[src/design/ckmd4_pkg.sv]
`default_nettype none
package ckmd4_pkg;

    localparam logic [23:0] CHUNK_BYTES = 24'd9728000;

    localparam int RAM_WIDTH = 32;
    localparam int RAM_DEPTH = 32;
    localparam int RAM_AW    = $clog2(RAM_DEPTH);

    localparam logic [31:0] IV0 = 32'h67452301;
    localparam logic [31:0] IV1 = 32'hEFCDAB89;
    localparam logic [31:0] IV2 = 32'h98BADCFE;
    localparam logic [31:0] IV3 = 32'h10325476;

    localparam logic [6:0] BLOCK_BYTES = 7'd64;
    localparam logic [5:0] LEN_POS     = 6'd56;
    localparam logic [5:0] LAST_STEP   = 6'd49;
    localparam logic [5:0] ROUND_STEPS = 6'd48;

    localparam logic RAM_AREA_CHUNK = 1'b0;
    localparam logic RAM_AREA_OUTER = 1'b1;

    typedef logic [3:0][31:0] chain_t;

    typedef enum logic [3:0] {
        ST_IDLE,
        ST_BLK,
        ST_FIN,
        ST_CPAD1,
        ST_CPAD2,
        ST_OWR,
        ST_OBLK,
        ST_OPAD1,
        ST_OPAD2,
        ST_OUT
    } state_t;

    typedef enum logic [1:0] {
        KIND_MID,
        KIND_DIRECT,
        KIND_FINAL
    } kind_t;

    // One compression job: which buffer area, how many stored bytes are message
    // data, whether the 0x80 marker follows them and whether the length words close it.
    typedef struct packed {
        logic        area;
        logic [6:0]  nbytes;
        logic        mark;
        logic        len_en;
        logic [63:0] len_bits;
        chain_t      chain;
    } req_t;

    function automatic chain_t chain_init();
        chain_t c;
        c[0] = IV0;
        c[1] = IV1;
        c[2] = IV2;
        c[3] = IV3;
        return c;
    endfunction

    function automatic logic [3:0] msg_index(input logic [1:0] grp, input logic [3:0] i);
        logic [3:0] k;
        unique case (grp)
            2'd0: k = i;
            2'd1: k = {i[1:0], i[3:2]};
            2'd2: k = {i[0], i[1], i[2], i[3]};
            default: k = 4'd0;
        endcase
        return k;
    endfunction

    function automatic logic [4:0] shift_amt(input logic [1:0] grp, input logic [1:0] j);
        logic [4:0] s;
        unique case ({grp, j})
            4'b0000: s = 5'd3;
            4'b0001: s = 5'd7;
            4'b0010: s = 5'd11;
            4'b0011: s = 5'd19;
            4'b0100: s = 5'd3;
            4'b0101: s = 5'd5;
            4'b0110: s = 5'd9;
            4'b0111: s = 5'd13;
            4'b1000: s = 5'd3;
            4'b1001: s = 5'd9;
            4'b1010: s = 5'd11;
            4'b1011: s = 5'd15;
            default: s = 5'd0;
        endcase
        return s;
    endfunction

    function automatic logic [31:0] round_add(input logic [1:0] grp);
        logic [31:0] a;
        unique case (grp)
            2'd1: a = 32'h5A827999;
            2'd2: a = 32'h6ED9EBA1;
            default: a = 32'h0;
        endcase
        return a;
    endfunction

    function automatic logic [31:0] bswap(input logic [31:0] x);
        return {x[7:0], x[15:8], x[23:16], x[31:24]};
    endfunction

endpackage
`default_nettype wire

[src/design/ckmd4_ram.sv]
`default_nettype none
module ckmd4_ram #(
    parameter int WIDTH = 32,
    parameter int DEPTH = 32
) (
    input  wire logic                     aclk,
    input  wire logic                     wr_en,
    input  wire logic [$clog2(DEPTH)-1:0] wr_addr,
    input  wire logic [WIDTH-1:0]         wr_data,
    input  wire logic [$clog2(DEPTH)-1:0] rd_addr,
    output logic      [WIDTH-1:0]         rd_data
);

    logic [WIDTH-1:0] mem [DEPTH];

    always_ff @(posedge aclk) begin
        if (wr_en) begin
            mem[wr_addr] <= wr_data;
        end
        rd_data <= mem[rd_addr];
    end

endmodule
`default_nettype wire

[src/design/ckmd4_core.sv]
`default_nettype none
module ckmd4_core (
    input  wire logic                       aclk,
    input  wire logic                       aresetn,
    input  wire logic                       go,
    input  wire ckmd4_pkg::req_t            req,
    output logic [ckmd4_pkg::RAM_AW-1:0]    rd_addr,
    input  wire logic [31:0]                rd_data,
    output logic                            done,
    output ckmd4_pkg::chain_t               result
);

    logic              busy_reg, busy_next;
    logic [5:0]        p_reg, p_next;
    logic [3:0]        k_reg, k_next;
    ckmd4_pkg::req_t   req_reg, req_next;
    ckmd4_pkg::chain_t v_reg, v_next;

    logic [5:0]  rnd;
    logic [31:0] w;
    logic [31:0] f;
    logic [31:0] sum;
    logic [63:0] rot;
    logic [6:0]  idx;

    always_ff @(posedge aclk) begin
        if (!aresetn) begin
            busy_reg <= 1'b0;
            p_reg    <= '0;
        end else begin
            busy_reg <= busy_next;
            p_reg    <= p_next;
        end
        k_reg   <= k_next;
        req_reg <= req_next;
        v_reg   <= v_next;
    end

    always_comb begin
        busy_next = busy_reg;
        p_next    = p_reg;
        req_next  = req_reg;
        v_next    = v_reg;
        rnd       = p_reg - 6'd1;

        // Word index fetched this cycle, data returns next cycle.
        k_next  = ckmd4_pkg::msg_index(p_reg[5:4], p_reg[3:0]);
        rd_addr = {req_reg.area, k_next};

        // Build the message word: stored bytes, then marker, zeros and length.
        for (int b = 0; b < 4; b++) begin
            idx = {1'b0, k_reg, 2'(b)};
            if (idx < req_reg.nbytes) begin
                w[8*b +: 8] = rd_data[8*b +: 8];
            end else if (req_reg.mark && idx == req_reg.nbytes) begin
                w[8*b +: 8] = 8'h80;
            end else begin
                w[8*b +: 8] = 8'h00;
            end
        end
        if (req_reg.len_en && k_reg == 4'd14) begin
            w = req_reg.len_bits[31:0];
        end else if (req_reg.len_en && k_reg == 4'd15) begin
            w = req_reg.len_bits[63:32];
        end

        unique case (rnd[5:4])
            2'd0: f = (v_reg[1] & v_reg[2]) | (~v_reg[1] & v_reg[3]);
            2'd1: f = (v_reg[1] & v_reg[2]) | (v_reg[1] & v_reg[3]) | (v_reg[2] & v_reg[3]);
            default: f = v_reg[1] ^ v_reg[2] ^ v_reg[3];
        endcase
        sum = v_reg[0] + f + w + ckmd4_pkg::round_add(rnd[5:4]);
        rot = {sum, sum} << ckmd4_pkg::shift_amt(rnd[5:4], rnd[1:0]);

        done = busy_reg && p_reg == ckmd4_pkg::LAST_STEP;
        for (int i = 0; i < 4; i++) begin
            result[i] = req_reg.chain[i] + v_reg[i];
        end

        if (go) begin
            busy_next = 1'b1;
            p_next    = '0;
            req_next  = req;
            v_next    = req.chain;
        end else if (busy_reg) begin
            if (p_reg != 6'd0 && p_reg <= ckmd4_pkg::ROUND_STEPS) begin
                v_next[0] = v_reg[3];
                v_next[3] = v_reg[2];
                v_next[2] = v_reg[1];
                v_next[1] = rot[63:32];
            end
            if (done) begin
                busy_next = 1'b0;
            end else begin
                p_next = p_reg + 6'd1;
            end
        end
    end

endmodule
`default_nettype wire

[src/design/chunked_md4_list_hash_top.sv]
`default_nettype none
// Channel  | Ports                          | Contents
// ---------+--------------------------------+-----------------------------------------
// input    | s_tvalid s_tready s_tdata      | one file byte, byte-valid flag, end flag
//          | s_tuser s_tlast                |
// output   | m_tvalid m_tready m_tdata      | one 64-bit digest half, last-half flag
//          | m_tlast                        |
//
// An item without a block boundary is taken without stalling the input. Every
// 64th byte of a chunk runs one MD4 compression through the shared round unit and
// holds the input while the unit starts, fetches the first message word from the
// block buffer RAM, runs 48 round steps and adds the chaining values.
// A chunk close costs one or two compressions, four RAM writes and possibly one
// outer compression. At the end of the file the FIN state picks the path: a file
// below one chunk pads its chunk with one or two compressions, while any other file
// closes its last chunk as above and adds one outer padding compression; then the
// two halves follow. Reset is synchronous and active low and restores the initial
// chaining values; no clearing pass is needed. The input is stalled outside the idle
// state: while any compression runs, while digest words go to the outer buffer and
// while the digest waits on the output; the next file starts after its second half.
module chunked_md4_list_hash_top (
    input  wire logic        aclk,
    input  wire logic        aresetn,
    input  wire logic        s_tvalid,
    output logic             s_tready,
    input  wire logic [7:0]  s_tdata,   // [7:0] data_byte
    input  wire logic        s_tuser,   // [0] byte_valid
    input  wire logic        s_tlast,   // end_of_file
    output logic             m_tvalid,
    input  wire logic        m_tready,
    output logic [63:0]      m_tdata,   // [63:0] digest_half
    output logic             m_tlast    // last_half
);

    ckmd4_pkg::state_t state_reg, state_next;
    ckmd4_pkg::kind_t  kind_reg, kind_next;
    logic              eof_reg, eof_next;
    logic              go_reg, go_next;
    logic              half_reg, half_next;
    logic [1:0]        owr_cnt_reg, owr_cnt_next;
    ckmd4_pkg::chain_t chunk_chain_reg, chunk_chain_next;
    ckmd4_pkg::chain_t outer_chain_reg, outer_chain_next;
    ckmd4_pkg::chain_t dig_reg, dig_next;
    logic [63:0]       obt_reg, obt_next;
    logic [63:0]       total_reg, total_next;
    logic [23:0]       bic_reg, bic_next;
    logic [31:0]       acc_reg, acc_next;

    logic                         wr_en;
    logic [ckmd4_pkg::RAM_AW-1:0] wr_addr;
    logic [31:0]                  wr_data;
    logic [ckmd4_pkg::RAM_AW-1:0] rd_addr;
    logic [31:0]                  rd_data;
    ckmd4_pkg::req_t              req;
    logic                         eng_done;
    ckmd4_pkg::chain_t            eng_result;
    logic [23:0]                  bic_inc;
    logic                         comp_next;

    ckmd4_ram #(
        .WIDTH(ckmd4_pkg::RAM_WIDTH),
        .DEPTH(ckmd4_pkg::RAM_DEPTH)
    ) u_ram (
        .aclk    (aclk),
        .wr_en   (wr_en),
        .wr_addr (wr_addr),
        .wr_data (wr_data),
        .rd_addr (rd_addr),
        .rd_data (rd_data)
    );

    ckmd4_core u_core (
        .aclk    (aclk),
        .aresetn (aresetn),
        .go      (go_reg),
        .req     (req),
        .rd_addr (rd_addr),
        .rd_data (rd_data),
        .done    (eng_done),
        .result  (eng_result)
    );

    always_ff @(posedge aclk) begin
        if (!aresetn) begin
            state_reg       <= ckmd4_pkg::ST_IDLE;
            kind_reg        <= ckmd4_pkg::KIND_MID;
            eof_reg         <= 1'b0;
            go_reg          <= 1'b0;
            half_reg        <= 1'b0;
            owr_cnt_reg     <= '0;
            chunk_chain_reg <= ckmd4_pkg::chain_init();
            outer_chain_reg <= ckmd4_pkg::chain_init();
            obt_reg         <= '0;
            total_reg       <= '0;
            bic_reg         <= '0;
        end else begin
            state_reg       <= state_next;
            kind_reg        <= kind_next;
            eof_reg         <= eof_next;
            go_reg          <= go_next;
            half_reg        <= half_next;
            owr_cnt_reg     <= owr_cnt_next;
            chunk_chain_reg <= chunk_chain_next;
            outer_chain_reg <= outer_chain_next;
            obt_reg         <= obt_next;
            total_reg       <= total_next;
            bic_reg         <= bic_next;
        end
        dig_reg <= dig_next;
        acc_reg <= acc_next;
    end

    // Compression job for the state that is running.
    always_comb begin
        req.area     = ckmd4_pkg::RAM_AREA_CHUNK;
        req.nbytes   = ckmd4_pkg::BLOCK_BYTES;
        req.mark     = 1'b0;
        req.len_en   = 1'b0;
        req.len_bits = {37'd0, bic_reg, 3'd0};
        req.chain    = chunk_chain_reg;
        unique case (state_reg)
            ckmd4_pkg::ST_CPAD1: begin
                req.nbytes = {1'b0, bic_reg[5:0]};
                req.mark   = 1'b1;
                req.len_en = bic_reg[5:0] < ckmd4_pkg::LEN_POS;
            end
            ckmd4_pkg::ST_CPAD2: begin
                req.nbytes = '0;
                req.len_en = 1'b1;
                req.chain  = dig_reg;
            end
            ckmd4_pkg::ST_OBLK: begin
                req.area  = ckmd4_pkg::RAM_AREA_OUTER;
                req.chain = outer_chain_reg;
            end
            ckmd4_pkg::ST_OPAD1: begin
                req.area     = ckmd4_pkg::RAM_AREA_OUTER;
                req.nbytes   = {1'b0, obt_reg[5:0]};
                req.mark     = 1'b1;
                req.len_en   = obt_reg[5:0] < ckmd4_pkg::LEN_POS;
                req.len_bits = {obt_reg[60:0], 3'd0};
                req.chain    = outer_chain_reg;
            end
            ckmd4_pkg::ST_OPAD2: begin
                req.area     = ckmd4_pkg::RAM_AREA_OUTER;
                req.nbytes   = '0;
                req.len_en   = 1'b1;
                req.len_bits = {obt_reg[60:0], 3'd0};
                req.chain    = dig_reg;
            end
            default: begin
            end
        endcase
    end

    always_comb begin
        state_next       = state_reg;
        kind_next        = kind_reg;
        eof_next         = eof_reg;
        half_next        = half_reg;
        owr_cnt_next     = owr_cnt_reg;
        chunk_chain_next = chunk_chain_reg;
        outer_chain_next = outer_chain_reg;
        dig_next         = dig_reg;
        obt_next         = obt_reg;
        total_next       = total_reg;
        bic_next         = bic_reg;
        acc_next         = acc_reg;
        wr_en            = 1'b0;
        wr_addr          = {ckmd4_pkg::RAM_AREA_CHUNK, bic_reg[5:2]};
        wr_data          = acc_reg;
        bic_inc          = bic_reg + 24'd1;

        s_tready = state_reg == ckmd4_pkg::ST_IDLE;
        m_tvalid = state_reg == ckmd4_pkg::ST_OUT;
        m_tlast  = half_reg;
        m_tdata  = half_reg ? {ckmd4_pkg::bswap(dig_reg[2]), ckmd4_pkg::bswap(dig_reg[3])}
                            : {ckmd4_pkg::bswap(dig_reg[0]), ckmd4_pkg::bswap(dig_reg[1])};

        unique case (state_reg)
            ckmd4_pkg::ST_IDLE: begin
                if (s_tvalid) begin
                    eof_next = s_tlast;
                    if (s_tuser) begin
                        // Bytes land in order, so the word register always holds
                        // the earlier bytes of the word being written.
                        if (bic_reg[1:0] == 2'd0) begin
                            acc_next = {24'd0, s_tdata};
                        end else begin
                            acc_next = acc_reg | (32'(s_tdata) << {bic_reg[1:0], 3'd0});
                        end
                        wr_en      = 1'b1;
                        wr_data    = acc_next;
                        bic_next   = bic_inc;
                        total_next = total_reg + 64'd1;
                        if (bic_inc[5:0] == 6'd0) begin
                            state_next = ckmd4_pkg::ST_BLK;
                        end else if (bic_inc >= ckmd4_pkg::CHUNK_BYTES) begin
                            state_next = ckmd4_pkg::ST_CPAD1;
                            kind_next  = ckmd4_pkg::KIND_MID;
                        end else if (s_tlast) begin
                            state_next = ckmd4_pkg::ST_FIN;
                        end
                    end else if (s_tlast) begin
                        state_next = ckmd4_pkg::ST_FIN;
                    end
                end
            end
            ckmd4_pkg::ST_BLK: begin
                if (eng_done) begin
                    chunk_chain_next = eng_result;
                    if (bic_reg >= ckmd4_pkg::CHUNK_BYTES) begin
                        state_next = ckmd4_pkg::ST_CPAD1;
                        kind_next  = ckmd4_pkg::KIND_MID;
                    end else if (eof_reg) begin
                        state_next = ckmd4_pkg::ST_FIN;
                    end else begin
                        state_next = ckmd4_pkg::ST_IDLE;
                    end
                end
            end
            ckmd4_pkg::ST_FIN: begin
                // A file shorter than one chunk gives the chunk digest directly.
                state_next = ckmd4_pkg::ST_CPAD1;
                if (total_reg < 64'(ckmd4_pkg::CHUNK_BYTES)) begin
                    kind_next = ckmd4_pkg::KIND_DIRECT;
                end else begin
                    kind_next = ckmd4_pkg::KIND_FINAL;
                end
            end
            ckmd4_pkg::ST_CPAD1, ckmd4_pkg::ST_CPAD2: begin
                if (eng_done) begin
                    dig_next = eng_result;
                    if (state_reg == ckmd4_pkg::ST_CPAD1 &&
                        bic_reg[5:0] >= ckmd4_pkg::LEN_POS) begin
                        state_next = ckmd4_pkg::ST_CPAD2;
                    end else if (kind_reg == ckmd4_pkg::KIND_DIRECT) begin
                        state_next = ckmd4_pkg::ST_OUT;
                        half_next  = 1'b0;
                    end else begin
                        state_next   = ckmd4_pkg::ST_OWR;
                        owr_cnt_next = '0;
                    end
                end
            end
            ckmd4_pkg::ST_OWR: begin
                // Chunk digest words go to the outer buffer, one per cycle.
                wr_en        = 1'b1;
                wr_addr      = {ckmd4_pkg::RAM_AREA_OUTER, obt_reg[5:4], owr_cnt_reg};
                wr_data      = dig_reg[owr_cnt_reg];
                owr_cnt_next = owr_cnt_reg + 2'd1;
                if (owr_cnt_reg == 2'd3) begin
                    obt_next         = obt_reg + 64'd16;
                    chunk_chain_next = ckmd4_pkg::chain_init();
                    bic_next         = '0;
                    if (obt_reg[5:4] == 2'd3) begin
                        state_next = ckmd4_pkg::ST_OBLK;
                    end else if (kind_reg == ckmd4_pkg::KIND_FINAL) begin
                        state_next = ckmd4_pkg::ST_OPAD1;
                    end else if (eof_reg) begin
                        state_next = ckmd4_pkg::ST_FIN;
                    end else begin
                        state_next = ckmd4_pkg::ST_IDLE;
                    end
                end
            end
            ckmd4_pkg::ST_OBLK: begin
                if (eng_done) begin
                    outer_chain_next = eng_result;
                    if (kind_reg == ckmd4_pkg::KIND_FINAL) begin
                        state_next = ckmd4_pkg::ST_OPAD1;
                    end else if (eof_reg) begin
                        state_next = ckmd4_pkg::ST_FIN;
                    end else begin
                        state_next = ckmd4_pkg::ST_IDLE;
                    end
                end
            end
            ckmd4_pkg::ST_OPAD1, ckmd4_pkg::ST_OPAD2: begin
                if (eng_done) begin
                    dig_next = eng_result;
                    if (state_reg == ckmd4_pkg::ST_OPAD1 &&
                        obt_reg[5:0] >= ckmd4_pkg::LEN_POS) begin
                        state_next = ckmd4_pkg::ST_OPAD2;
                    end else begin
                        state_next = ckmd4_pkg::ST_OUT;
                        half_next  = 1'b0;
                    end
                end
            end
            ckmd4_pkg::ST_OUT: begin
                if (m_tready) begin
                    if (half_reg) begin
                        // Digest delivered: start a fresh file.
                        state_next       = ckmd4_pkg::ST_IDLE;
                        half_next        = 1'b0;
                        eof_next         = 1'b0;
                        chunk_chain_next = ckmd4_pkg::chain_init();
                        outer_chain_next = ckmd4_pkg::chain_init();
                        obt_next         = '0;
                        total_next       = '0;
                        bic_next         = '0;
                    end else begin
                        half_next = 1'b1;
                    end
                end
            end
            default: begin
                state_next = ckmd4_pkg::ST_IDLE;
            end
        endcase

        comp_next = state_next == ckmd4_pkg::ST_BLK   || state_next == ckmd4_pkg::ST_CPAD1 ||
                    state_next == ckmd4_pkg::ST_CPAD2 || state_next == ckmd4_pkg::ST_OBLK  ||
                    state_next == ckmd4_pkg::ST_OPAD1 || state_next == ckmd4_pkg::ST_OPAD2;
        go_next   = comp_next && state_next != state_reg;
    end

endmodule
`default_nettype wire
[config.mk]
export PLATFORM = sky130hd
export DESIGN_NAME = chunked_md4_list_hash_top
export DESIGN_NICKNAME = d
export VERILOG_FILES = /design/src/design/ckmd4_pkg.sv /design/src/design/ckmd4_ram.sv /design/src/design/ckmd4_core.sv /design/src/design/chunked_md4_list_hash_top.sv
export SDC_FILE = /design/constraint.sdc
export NUM_CORES = 2
export LEC_CHECK = 0
export BUFFER_PORTS_ARGS = -buffer_cell sky130_fd_sc_hd__buf_2
export CORE_ASPECT_RATIO = 0.6
export CORE_MARGIN = 4
export CORE_UTILIZATION = 62
export CTS_CLUSTER_DIAMETER = 50
export DETAILED_ROUTE_END_ITERATION = 10
export PLACE_DENSITY = 0.85
export RECOVER_POWER = 100
export SLEW_MARGIN = 20
export SYNTH_ARGS = -nofsm -noshare
export SYNTH_HDL_FRONTEND = slang
export SYNTH_SLANG_ARGS = --single-unit
[constraint.sdc]
create_clock -name aclk -period 18 [get_ports aclk]
set_clock_uncertainty 0.1 [all_clocks]
set_input_delay 3.6 -clock aclk [delete_from_list [all_inputs] [get_ports aclk]]
set_output_delay 3.6 -clock aclk [all_outputs]
set_load 0.02 [all_outputs]
**Yosys cells after proc, flatten, opt, wreduce, memory -nomap -nowiden**

Memories as Yosys holds them, arrays and structs flattened. A register that Yosys moved wholly into a read port is not among the register bits.
Index checks and enable logic that the tools add are counted.

- Register bits after elaboration: 920
- RAM bits: 1,024
- Bits in read-only memories: 80
- Input bits: 14
- Output and inout port bits: 67
- Memories: 2

- Add/subtract/negate cells: 13
- $lt $le $gt $ge: 13
- Equality and inequality tests: 47
- Shifts and indexed selects: 2
- Muxes and demuxes: 101
- Bitwise operators: 13
- Reduce and logical (&&, ||, !) cells: 52

Memory list:

| memory | words | bits a word | read ports | clocked after memory_dff | wr ports | line | text |
|---|---|---|---|---|---|---|---|
| u_ram.mem | 32 | 32 | 1 | 1 | 1 | ckmd4_ram.sv:14 | `logic [WIDTH-1:0] mem [DEPTH];` |
| (no name shown) | 16 | 5 | 1 | 0 | 0 | ckmd4_pkg.sv:77 | `unique case ({grp, j})` |

Operators with widths:

| operator | number |
|---|---|
| $mux 128 | 7 |
| $pmux 128 s2 | 2 |
| $mux 64 | 6 |
| $pmux 128 s3 | 1 |
| $pmux 64 s2 | 2 |
| $add 32x32->32 | 6 |
| $mux 32 | 6 |
| $and 32x32->32 | 4 |
| $or 32x32->32 | 4 |
| $pmux 32 s2 | 2 |
| $mux 24 | 5 |
| $pmux 24 s3 | 1 |
| $add 64x1->64 const B | 1 |
| $add 64x5->64 const B | 1 |
| $bmux 32 s2 | 1 |
| $lt 64x24->1 const B | 1 |
| $mux 4 | 16 |
| $mux 8 | 8 |
| $shl 64x5->64 | 1 |
| $xor 32x32->32 | 2 |
| $pmux 31 s2 | 1 |
| $ge 24x24->1 const B | 2 |
| $add 32x31->32 | 1 |
| $not 32->32 | 1 |
| 49 further kinds | 159 |

**Logic depth before layout (Yosys ltp)**

- Depth in word-level cells: 14
- Mapped depth: 29
- Gate-level depth less buffers: 24

**Hierarchy**

Synthesis repeated with hierarchy kept, for this count alone.

- Cell total of the unflattened synthesis: 8,132
- Area, all modules: 94,466.9 µm²

Modules (own cells, without submodules):

| module | instances | cells each | area an instance (µm²) | sequential area each (µm²) |
|---|---|---|---|---|
| ckmd4_ram | 1 | 2,260 | 40,492.6 | 31,390.1 |
| chunked_md4_list_hash_top | 1 | 3,170 | 27,386.3 | 13,052.5 |
| ckmd4_core | 1 | 2,702 | 26,588.0 | 10,129.7 |

**Worst setup path before layout**

OpenSTA, ideal clock, no wires.

- Path kind: register to register
- Start: reg go_reg
- End: reg u_core.v_reg[0] in the netlist's numbering (enable)
- Setup time: 491 ps
- Arrival time: 8,186 ps
- Slack: 9,223 ps
- Cell stages (with the launch flop): 6
- Path buffers: 3
- Path through: dfxtp_1 clkbuf_1 inv_1 clkbuf_1 clkbuf_1 nand2_1

- Cells in the longest elaborated chain, start to end: 2
- Elaborated cells between the ends (all ways): 3
- Classes of those cells: reduce/logical: 3

Ends and longest elaborated chain:

| item | line | text |
|---|---|---|
| start, declared | chunked_md4_list_hash_top.sv:38 | `logic go_reg, go_next;` |
| start signal, assigned | chunked_md4_list_hash_top.sv:100 | `go_reg <= go_next;` |
| $reduce_bool 2->1 (no source line) | - |  |
| $reduce_and 2->1 (no source line) (*) | - |  |
| end signal, assigned | ckmd4_core.sv:36 | `v_reg <= v_next;` |
| end, declared | ckmd4_core.sv:17 | `ckmd4_pkg::chain_t v_reg, v_next;` |

Mark *: on every way between the ends. The rest lies on a longest branch, timed or not.
A chain may end at the register's enable or synchronous reset.

**Worst setup path in the final report**

- Start: reg state_reg[3]
- End: reg dig_reg[127] in the netlist's numbering (enable)

- Cells in the longest elaborated chain, start to end: 3
- Elaborated cells between the ends (all ways): 6
- Classes of those cells: eq/ne: 4; reduce/logical: 2

Ends and longest elaborated chain:

| item | line | text |
|---|---|---|
| start, declared | chunked_md4_list_hash_top.sv:35 | `ckmd4_pkg::state_t state_reg, state_next;` |
| start signal, assigned | chunked_md4_list_hash_top.sv:85 | `state_reg <= ckmd4_pkg::ST_IDLE;` |
| start signal, assigned | chunked_md4_list_hash_top.sv:97 | `state_reg <= state_next;` |
| $eq 4x2->1, or another cell as far along | chunked_md4_list_hash_top.sv:180 | `unique case (state_reg)` |
| $reduce_or 4->1 (no source line) (*) | - |  |
| $reduce_and 2->1 (no source line) (*) | - |  |
| end signal, assigned | chunked_md4_list_hash_top.sv:109 | `dig_reg <= dig_next;` |
| end, declared | chunked_md4_list_hash_top.sv:43 | `ckmd4_pkg::chain_t dig_reg, dig_next;` |

Marked as above.

==> results.json <==
{
  "cts_setup_buffers": 0,
  "yosysWarnings": 0,
  "hold_buffers": 0,
  "fmax_ghz": 0.07781,
  "core_um2": 150200,
  "finalPower_mw": 15.44,
  "syn_nets": 8748,
  "clock_path_buffers": 3,
  "min-delay-start": "outer_chain_reg[34]$_SDFFE_PN0P_",
  "cts_buffers": 175,
  "async_flop_share": 0,
  "setup_viol": 0,
  "dp_cells": 10200,
  "dieArea_um2": 157700,
  "gr-usage-all-layers": 0.4031,
  "cpPeakStageDelay_ps": 3380,
  "synthToLayoutAreaGrowth_pct": 8.616,
  "yosysSeqAreaShare": 0.5811,
  "final_nets": 8644,
  "path_max_fanout": 64,
  "gr-total-overflow": 0,
  "die_w_um": 510.0,
  "start_util": 0.6244,
  "fin_crit_ps": 12850,
  "drtPass1Iterations": 11,
  "row_count": 110,
  "critPathKind": "register to register",
  "maxSlewHeadroom": -4.368,
  "netlist_area_um2": 93760,
  "violations": "max-capacitance violations, max-slew violations",
  "drv_slew": 3193,
  "most-common-layout-cells": "1737 x nand2_1, 1511 x edfxtp_1, 504 x nor2_1, 452 x dfxtp_1, 399 x nand3_1",
  "cts_tree": "done",
  "drt_iter0_drc": 14220,
  "wirelength_mm": 325.1,
  "yosysTopAreaCellShare": 0.4839,
  "crit_top_cell": "clkbuf_1",
  "slowest_stage": "clkbuf_1",
  "rr_startpoint": "state_reg[3]$_SDFF_PN0_",
  "fin_cells": 10550,
  "synth-main-ff-cell": "edfxtp_1",
  "io-pin-count": 81,
  "outcome": "finished, violations left",
  "largest_register_ffs": 1024,
  "grt_pass1_vias": 67770,
  "ant_nets": 0,
  "hold_viol": 0,
  "cts.sinks": 1966,
  "num-fill-cells": 10500,
  "ys_types": 95,
  "clk_pin_slew_ps": 70,
  "hp-class": "register to register",
  "grt_max_degree": 195,
  "io_buffer_count": 80,
  "setup_tns_ps": 0,
  "post-dp-hpwl_mm": 214.1,
  "layout_commonest_cell": "nand2_1",
  "critPathCaptureType": "register",
  "cts_root_buffer": "clkbuf_16",
  "setup.worst_path.start_class": "register",
  "multi_input_area_um2": 36810,
  "crit_buf_inv": 3,
  "synth-edff-count": 1511,
  "rsz0062_at_grt": "false",
  "hold_ws_ps": 355.6,
  "htreeDepth": 4,
  "power_density_nw_per_um2": 151.6,
  "cpLargestDelayFamily": "buffers and inverters",
  "gp_congestion": 1.011,
  "dieHeight_um": 309.2,
  "fin_crit_sh": 0.7140,
  "num_vias": 73970,
  "syn_area_per_cell_um2": 11.08,
  "routed_via_density": 7.012,
  "synth_top_cell_by_area": "edfxtp_1",
  "arrival_ps": 13060,
  "insertion_delay_ps": 850,
  "regArea_um2": 54490,
  "drive_gt1_frac": 0.08696,
  "ys_ff_latch": 1966,
  "path_cells": "nor2b_1 -> o21a_4 -> clkbuf_1 -> nor2_1 -> nor2_1 -> clkbuf_1 -> clkbuf_1",
  "cts_resized": 0,
  "fin_util": 0.6782,
  "synthCells": 8461,
  "maxCapViolCount": 77,
  "reg2reg_setup_slack_ps": 5150,
  "tightest_slew_ps": 8052,
  "drc_errors": 0,
  "ir_drop_v": 0.0001284,
  "synth_area_leaders": "edfxtp_1 48%, dfxtp_1 9.7%, nand2_1 7.0%, mux2_2 2.6%, ha_1 2.4%",
  "wl_per_cell_um": 30.82,
  "cp-startpoint": "state_reg[3]$_SDFF_PN0_",
  "crit_required_ps": 18200,
  "p_leak_nw": 36.42,
  "grt_pass1_wl_mm": 463.6,
  "antenna_found_initial": 30
}
==> layer usage <==
metal | routed length (um) | global-route usage | vias up
met2 | 122700 | 0.5047 | 6330
met5 | 844 | 0.03960 | -
li1 | - | - | 30960
met3 | 64400 | 0.2074 | 842
met4 | 13330 | 0.1481 | 18
met1 | 123900 | 0.5869 | 35820
==> worst register-to-register path, cell delays in order (launching register included) <==
cell	delay (ps)
dfxtp_1	930
nor2b_1	510
o21a_4	180
clkbuf_1	2340
nor2_1	820
nor2_1	650
clkbuf_1	3200
clkbuf_1	3480
==> area by class of cell <==
type / instances / share of cell area
Tap cell: 2016 / 0.02477
Antenna cell: 23 / 0.0005651
Clock buffer: 246 / 0.04880
Clock inverter: 84 / 0.009509
Sequential cell: 1966 / 0.5350
Multi-Input combinational cell: 5767 / 0.3614
Inverter: 225 / 0.008330
Timing Repair Buffer: 222 / 0.01159
==> cells in the mapped netlist (22+ instances only) <==
cell type     n
fa_1         91
mux4_2       72
nor4_1       26
nand2_1    1740
a21oi_1     267
o21ai_0     200
nand3_1     400
buf_1        36
nand4_1      64
o21a_1       44
or3_1        52
mux2i_1      69
edfxtp_1   1511
a22oi_1     280
nor3_1       95
a311oi_1    134
o211ai_1     29
xnor2_1     127
a22o_1       33
clkbuf_1    443
and2_1       76
a31oi_1     158
a21o_1       72
ha_1        182
dfxtp_1     455
mux2_2      219
o22ai_1     103
inv_1       222
nand2b_1     23
nor2_1      535
a211oi_1     41
xor2_1      120
and3_1      180
buf_2        22
nor2b_1      27
==> path summary, 6_finish.rpt <==
kind | end | cells past startpoint
max | dig_reg[127]$_DFFE_PP_ | 7
min | outer_chain_reg[34]$_SDFFE_PN0P_ | 2
max reg2reg | dig_reg[127]$_DFFE_PP_ | 7
min reg2reg | outer_chain_reg[34]$_SDFFE_PN0P_ | 2
==> through the flow <==
step / cell area (um2) / worst slack (ps)
2_1_floorplan: 93760 / 9223
5_1_grt: 101800 / 4902
6_report: 101800 / 5149
3_3_place_gp: 96330 / 9325
3_5_place_dp: 96330 / 9147
4_1_cts: 102300 / 9125
==> report_power, final <==
part           internal, mW  switching, mW  leakage, nW  total (mW)
clock                  2.14           1.77         2.92        3.91
sequential             5.46          0.210         17.3        5.67
combinational          1.95           3.90         16.2        5.86
==> cell families after synthesis <==
family | synth area share
buffers and inverters | 0.02956
adders and majority gates | 0.04372
and+or+nand+nor | 0.1539
DFF | 0.5811
xor gates and xnor gates | 0.02325
muxes | 0.05127
AOI/OAI and AO/OA | 0.1172
Power figures use the tool's default switching activity.
